### src/rtl/envl_pkg.sv
// Shared types and constants for the attack-decay envelope generator with VCA.
// Used by envl_front, envl_back and ad_envelope_with_loop_and_vca_unit.
// No dependencies.
package envl_pkg;

   // voices and curve table size
   localparam int CHANNELS    = 16;
   localparam int CURVE_DEPTH = 1024;
   localparam int VOICE_W     = (CHANNELS > 1) ? $clog2(CHANNELS) : 1;
   localparam int IDX_W       = $clog2(CURVE_DEPTH);
   localparam int TAB_ADDR_W  = IDX_W + 1;

   // fixed-point constants
   localparam logic [16:0] ONE_Q16  = 17'h10000;
   localparam logic [16:0] HALF_Q16 = 17'h08000;
   localparam logic [32:0] ONE_Q32  = 33'h1_0000_0000;
   localparam logic signed [14:0] TRIG_MV   = 15'sd1000;
   localparam logic signed [14:0] VCA_MAX   = 15'sd10000;
   localparam logic [13:0]        ENV_MV_FS = 14'd10000;

   // stage codes
   localparam logic [1:0] ST_STOP    = 2'd0;
   localparam logic [1:0] ST_ATTACK  = 2'd1;
   localparam logic [1:0] ST_DECAY   = 2'd2;
   localparam logic [1:0] ST_RELEASE = 2'd3;

   // register indexes
   localparam logic [2:0] REG_LOOP_MODE     = 3'd0;
   localparam logic [2:0] REG_CURVE_SHAPE   = 3'd1;
   localparam logic [2:0] REG_OUTPUT_LEVEL  = 3'd2;
   localparam logic [2:0] REG_LEVEL_TO_ENV  = 3'd3;
   localparam logic [2:0] REG_ATTACK_TICKS  = 3'd4;
   localparam logic [2:0] REG_DECAY_TICKS   = 3'd5;
   localparam logic [2:0] REG_SHORTEST      = 3'd6;
   localparam logic [2:0] REG_CHANNEL_COUNT = 3'd7;

   typedef enum logic {
      OP_TICK  = 1'b0,
      OP_TABLE = 1'b1
   } op_type;

   typedef struct packed {
      logic        loop_on;
      logic [16:0] curve_shape;
      logic [16:0] output_level;
      logic        level_to_envelope;
      logic [19:0] attack_ticks;
      logic [19:0] decay_ticks;
      logic [19:0] shortest_ticks;
      logic [4:0]  trigger_channel_count;
   } envl_cfg_type;

   // one classified request as it waits in the queue
   typedef struct packed {
      op_type               op;
      logic                 advance;
      logic [VOICE_W-1:0]   voice;
      logic [3:0]           channel;
      logic signed [14:0]   trigger_mv;
      logic signed [20:0]   attack_offset;
      logic signed [20:0]   decay_offset;
      logic signed [14:0]   audio_mv;
      logic                 curve_select;
      logic [9:0]           curve_index;
      logic [16:0]          curve_value;
   } envl_item_type;

endpackage

### src/rtl/envl_front.sv
// Front end: accepts requests, classifies them by voice, drops ticks for
// channels past a voice count above one; holds them in a 2-entry queue.
// Depends on envl_pkg.
module envl_front (
   input  logic                    clock,
   input  logic                    reset,
   input  envl_pkg::envl_cfg_type  cfg,
   input  logic                    req_tvalid,
   output logic                    req_tready,
   // channel, trigger_mv, attack_offset, decay_offset, audio_mv,
   // curve_select, curve_index, curve_value
   input  logic [103:0]            req_tdata,
   // kind
   input  logic                    req_tuser,
   output logic                    q_valid,
   output envl_pkg::envl_item_type q_item,
   input  logic                    q_pop
);
   import envl_pkg::*;

   envl_item_type entry_ff [2];
   logic          wr_ptr_ff, rd_ptr_ff;
   logic [1:0]    fill_ff;
   logic [4:0]    count_eff;
   logic          shared;
   logic          drop;
   logic          push;
   envl_item_type item;

   // effective voice count
   always_comb begin
      count_eff = cfg.trigger_channel_count;
      if (count_eff == 5'd0) count_eff = 5'd1;
      if (count_eff > 5'(CHANNELS)) count_eff = 5'(CHANNELS);
   end

   // classify
   always_comb begin
      shared             = (count_eff == 5'd1);
      item.op            = req_tuser ? OP_TABLE : OP_TICK;
      item.channel       = req_tdata[3:0];
      item.trigger_mv    = $signed(req_tdata[18:4]);
      item.attack_offset = $signed(req_tdata[39:19]);
      item.decay_offset  = $signed(req_tdata[60:40]);
      item.audio_mv      = $signed(req_tdata[75:61]);
      item.curve_select  = req_tdata[76];
      item.curve_index   = req_tdata[86:77];
      item.curve_value   = req_tdata[103:87];
      item.voice         = shared ? '0 : req_tdata[VOICE_W-1:0];
      item.advance       = shared ? (req_tdata[3:0] == 4'd0) : 1'b1;
      drop = !req_tuser && !shared && ({1'b0, req_tdata[3:0]} >= count_eff);
   end

   assign req_tready = (fill_ff != 2'd2);
   assign push       = req_tvalid && req_tready && !drop;
   assign q_valid    = (fill_ff != 2'd0);
   assign q_item     = entry_ff[rd_ptr_ff];

   // queue storage
   always_ff @(posedge clock) begin
      if (push) entry_ff[wr_ptr_ff] <= item;
   end

   // queue pointers
   always_ff @(posedge clock) begin
      if (reset) begin
         wr_ptr_ff <= 1'b0;
         rd_ptr_ff <= 1'b0;
         fill_ff   <= 2'd0;
      end else begin
         if (push) wr_ptr_ff <= !wr_ptr_ff;
         if (q_pop) rd_ptr_ff <= !rd_ptr_ff;
         fill_ff <= fill_ff + {1'b0, push} - {1'b0, q_pop};
      end
   end

endmodule

### config.mk
export PLATFORM = sky130hd
export DESIGN_NAME = envl_front
export DESIGN_NICKNAME = d
export VERILOG_FILES = /design/src/rtl/envl_pkg.sv /design/src/rtl/envl_front.sv
export SDC_FILE = /design/constraint.sdc
export NUM_CORES = 1
export LEC_CHECK = 0
export CAP_MARGIN = 5
export CORE_AREA = 2 2 125 127
export DETAILED_ROUTE_END_ITERATION = 8
export DIE_AREA = 0 0 127 129
export DONT_BUFFER_PORTS = 1
export PLACE_DENSITY_LB_ADDON = 0.3
export SYNTH_ARGS = -nofsm -noshare
export SYNTH_HDL_FRONTEND = slang
export SYNTH_SLANG_ARGS = --single-unit
### constraint.sdc
create_clock -name clock -period 7.8 [get_ports clock]
set_input_delay 0.78 -clock clock [delete_from_list [all_inputs] [get_ports clock]]
set_output_delay 0.78 -clock clock [all_outputs]
set_load 0.02 [all_outputs]
==> results.ini <==
[global_routing]
grt_first_pass_wirelength_mm=20.3
grt_overflow=0
grt_pass1_vias=3531
grt_max_degree=71
antenna_found_initial=0
grt_usage_pct=16.3

[synth]
syn_nets=606
synthArstFlopShare_pct=0
synth_area_sq_mm=0.00831
yosys.cell_count.top_type=edfxtp_1
netlist_instances=390
synth_sequential_area_ratio_pct=80.7
yosys-top-cells-count=edfxtp_1, mux2_2, buf_2
yosysTopAreaCell=edfxtp_1
yosys_warnings=0
synth-edff-count=220
synth_top_area_share_pct=79.5
synth_cell_types=24
syn_avg_cell_area_sq_um=21.3
ys_ff_latch=225
synth_top_flop_cell=edfxtp_1
yosys-top-cells-area=edfxtp_1, mux2_2, dfxtp_1

[timing]
relSlewSlack_pct=36.8
finalSetupViolations=0
post-route-period-util_pct=43.9
slew_violations=0
fin_skew_ns=0.0137
fmax_ghz=0.292
hold_viol=0
tightest_slew_ns=0.948
rsz0062_at_grt=no
fin_ws_ns=4.38
timing.setup.tns_ns=0
timing.final.crit_period_ns=3.42

[route]
drc=0
num_vias=3525
vias_per_cell=5.81
drt-pass1-iter-count=4
ant_nets=0
wirelength_mm=14.1
wire_per_inst_microns=23.2
drt_iter0_drc=227

[cts]
htree_num_levels=1
clkTransAtPathRegs_ns=0.06
worstSkewPairLatency_ns=0.49
clock_sinks=225
cts_made_buffers=23
cts_hold_buf=0
postCtsSetupBuffers=0
ctsResizeCount=0
clockBufferDepth=3
root_buffer=clkbuf_16
cts_tree=yes

[power]
ir_worst_vdd_uv=249
power.density_mw_per_mm2=324
p_leak_uw=0.00299
power_uw=2980

[min_path]
min_path_type=in -> reg
min_from=reset

[critical_path]
reg2reg_setup_slack_ns=4.87
cp-endpoint=entry_ff[1][53]
r2r_cells=5
required_ns=7.91
cp.arrival_ns=3.53
end_kind=flop
startpoint=cfg[2]
r2r-start=fill_ff[0]
reg2reg_to=entry_ff[1][53]
worst_setup_path_start_kind=primary input
worst-setup-path-type=in -> reg
path_max_fanout=70

[die]
coreArea_sq_mm=0.0150
die_h_microns=129
initial_utilization_pct=55.5
ios=322
die_area_sq_mm=0.0164
die_w_microns=127
rows=45

[final_layout]
design.final.nets=623
drive_gt1_share_pct=35.8
diodes=0
syn2layout_area_growth_pct=10.8

[run_status]
status=completed

[placed_design]
portBuffers=0
post-place-ws_ns=3.86
gp_congestion=0.747
hpwlAfterDp_mm=9.13

[flow_run]
cap_violations=0

## power breakdown
part           switching, uW  leakage [uW]  internal, uW
registers               42.1       0.00208          1520
logic                    307      0.000573           121
clock network            401      0.000334           590
total                    750       0.00299          2230
## critical path, cell delays in order
cell and delay [ns]:
nor3_1 0.33, nor2_1 0.08, nor2_1 0.11, ha_1 0.24, nor2b_1 0.11, o21ai_0 0.12
a31oi_2 0.30, and2_4 0.55, buf_4 0.79
## registers in the layout, summed over array words and instances, names as in the netlist, named ones only
| register | flops |
|---|---|
| rd_ptr_ff | 1 |
| fill_ff | 2 |
| wr_ptr_ff | 1 |
| entry_ff | 220 |
## routing by layer
metal | vias up | track usage, % | share of wire [%]
li1 | 1562 | - | -
met1 | 1777 | 18.2 | 35
met2 | 165 | 26.4 | 49
met3 | 21 | 10.1 | 14
met4 | 0 | 4.91 | 2.3
met5 | - | 0 | 0
## logic make-up (layout without fill, tap and decap cells)
logic type	after synthesis	count (layout)	share of synthesized area, %
AO/OA/AOI/OAI	5	5	0.527
multiplexers	111	111	15.1
buffers and inverters	15	44	0.828
XOR/XNOR	3	3	0.316
flip-flops	225	225	80.7
adder cells (fa/ha/maj)	6	6	0.904
AND/OR/NAND/NOR	25	25	1.61
## through the flow
step / std cells / hold WS (ns) / cell area, sq um / utilization [%]
finish: 607 / 0.346 / 9210 / 61.5
global route: 607 / 0.326 / 9210 / 61.5
CTS: 607 / 0.332 / 9210 / 61.5
detailed placement: 570 / 0.518 / 8530 / 57.0
global placement: 570 / 0.504 / 8530 / 57.0
floorplan: 390 / 0.480 / 8310 / -
## placed cells by master (no fill, tap or decap)
cell,instances
dfxtp_1,4
nor2_4,1
inv_1,3
a31oi_2,1
or3b_1,1
ha_1,6
xor2_1,1
mux2_4,1
mux2_2,110
nor2b_1,6
nor3_1,2
bufinv_16,1
o21ai_0,1
clkinv_2,3
nand2b_1,4
and2_4,1
clkbuf_1,7
nor2_1,7
clkbuf_16,23
o211ai_2,1
clkbuf_8,2
o41ai_1,1
xnor2_1,2
or2_2,1
clkinv_1,1
dfxtp_4,1
nor4_1,1
a21oi_1,1
edfxtp_1,220
buf_4,4
nand2_1,1
## layout make-up
class / count / area, sq um
multi-input combinational: 150 / 1540
fill: 1036 / 5770
sequential: 225 / 6710
clock inverter: 5 / 48.8
tap: 188 / 235
clock buffer: 32 / 629
timing repair buffer: 4 / 30.0
inverter: 3 / 11.3
## how the worst min path moves through the flow
| stage | endpoint | slack (ns) | cells past startpoint |
|---|---|---|---|
| 4_1_cts | flop | 0.33 | 1 |
| 5_1_grt | flop | 0.33 | 1 |
| 6_report | flop | 0.35 | 1 |
| 2_1_floorplan | flop | 0.48 | 2 |
| 3_3_place_gp | rd_ptr_ff | 0.50 | 2 |
| 3_5_place_dp | rd_ptr_ff | 0.52 | 2 |
No activity file was read; power rests on OpenSTA's default activity.
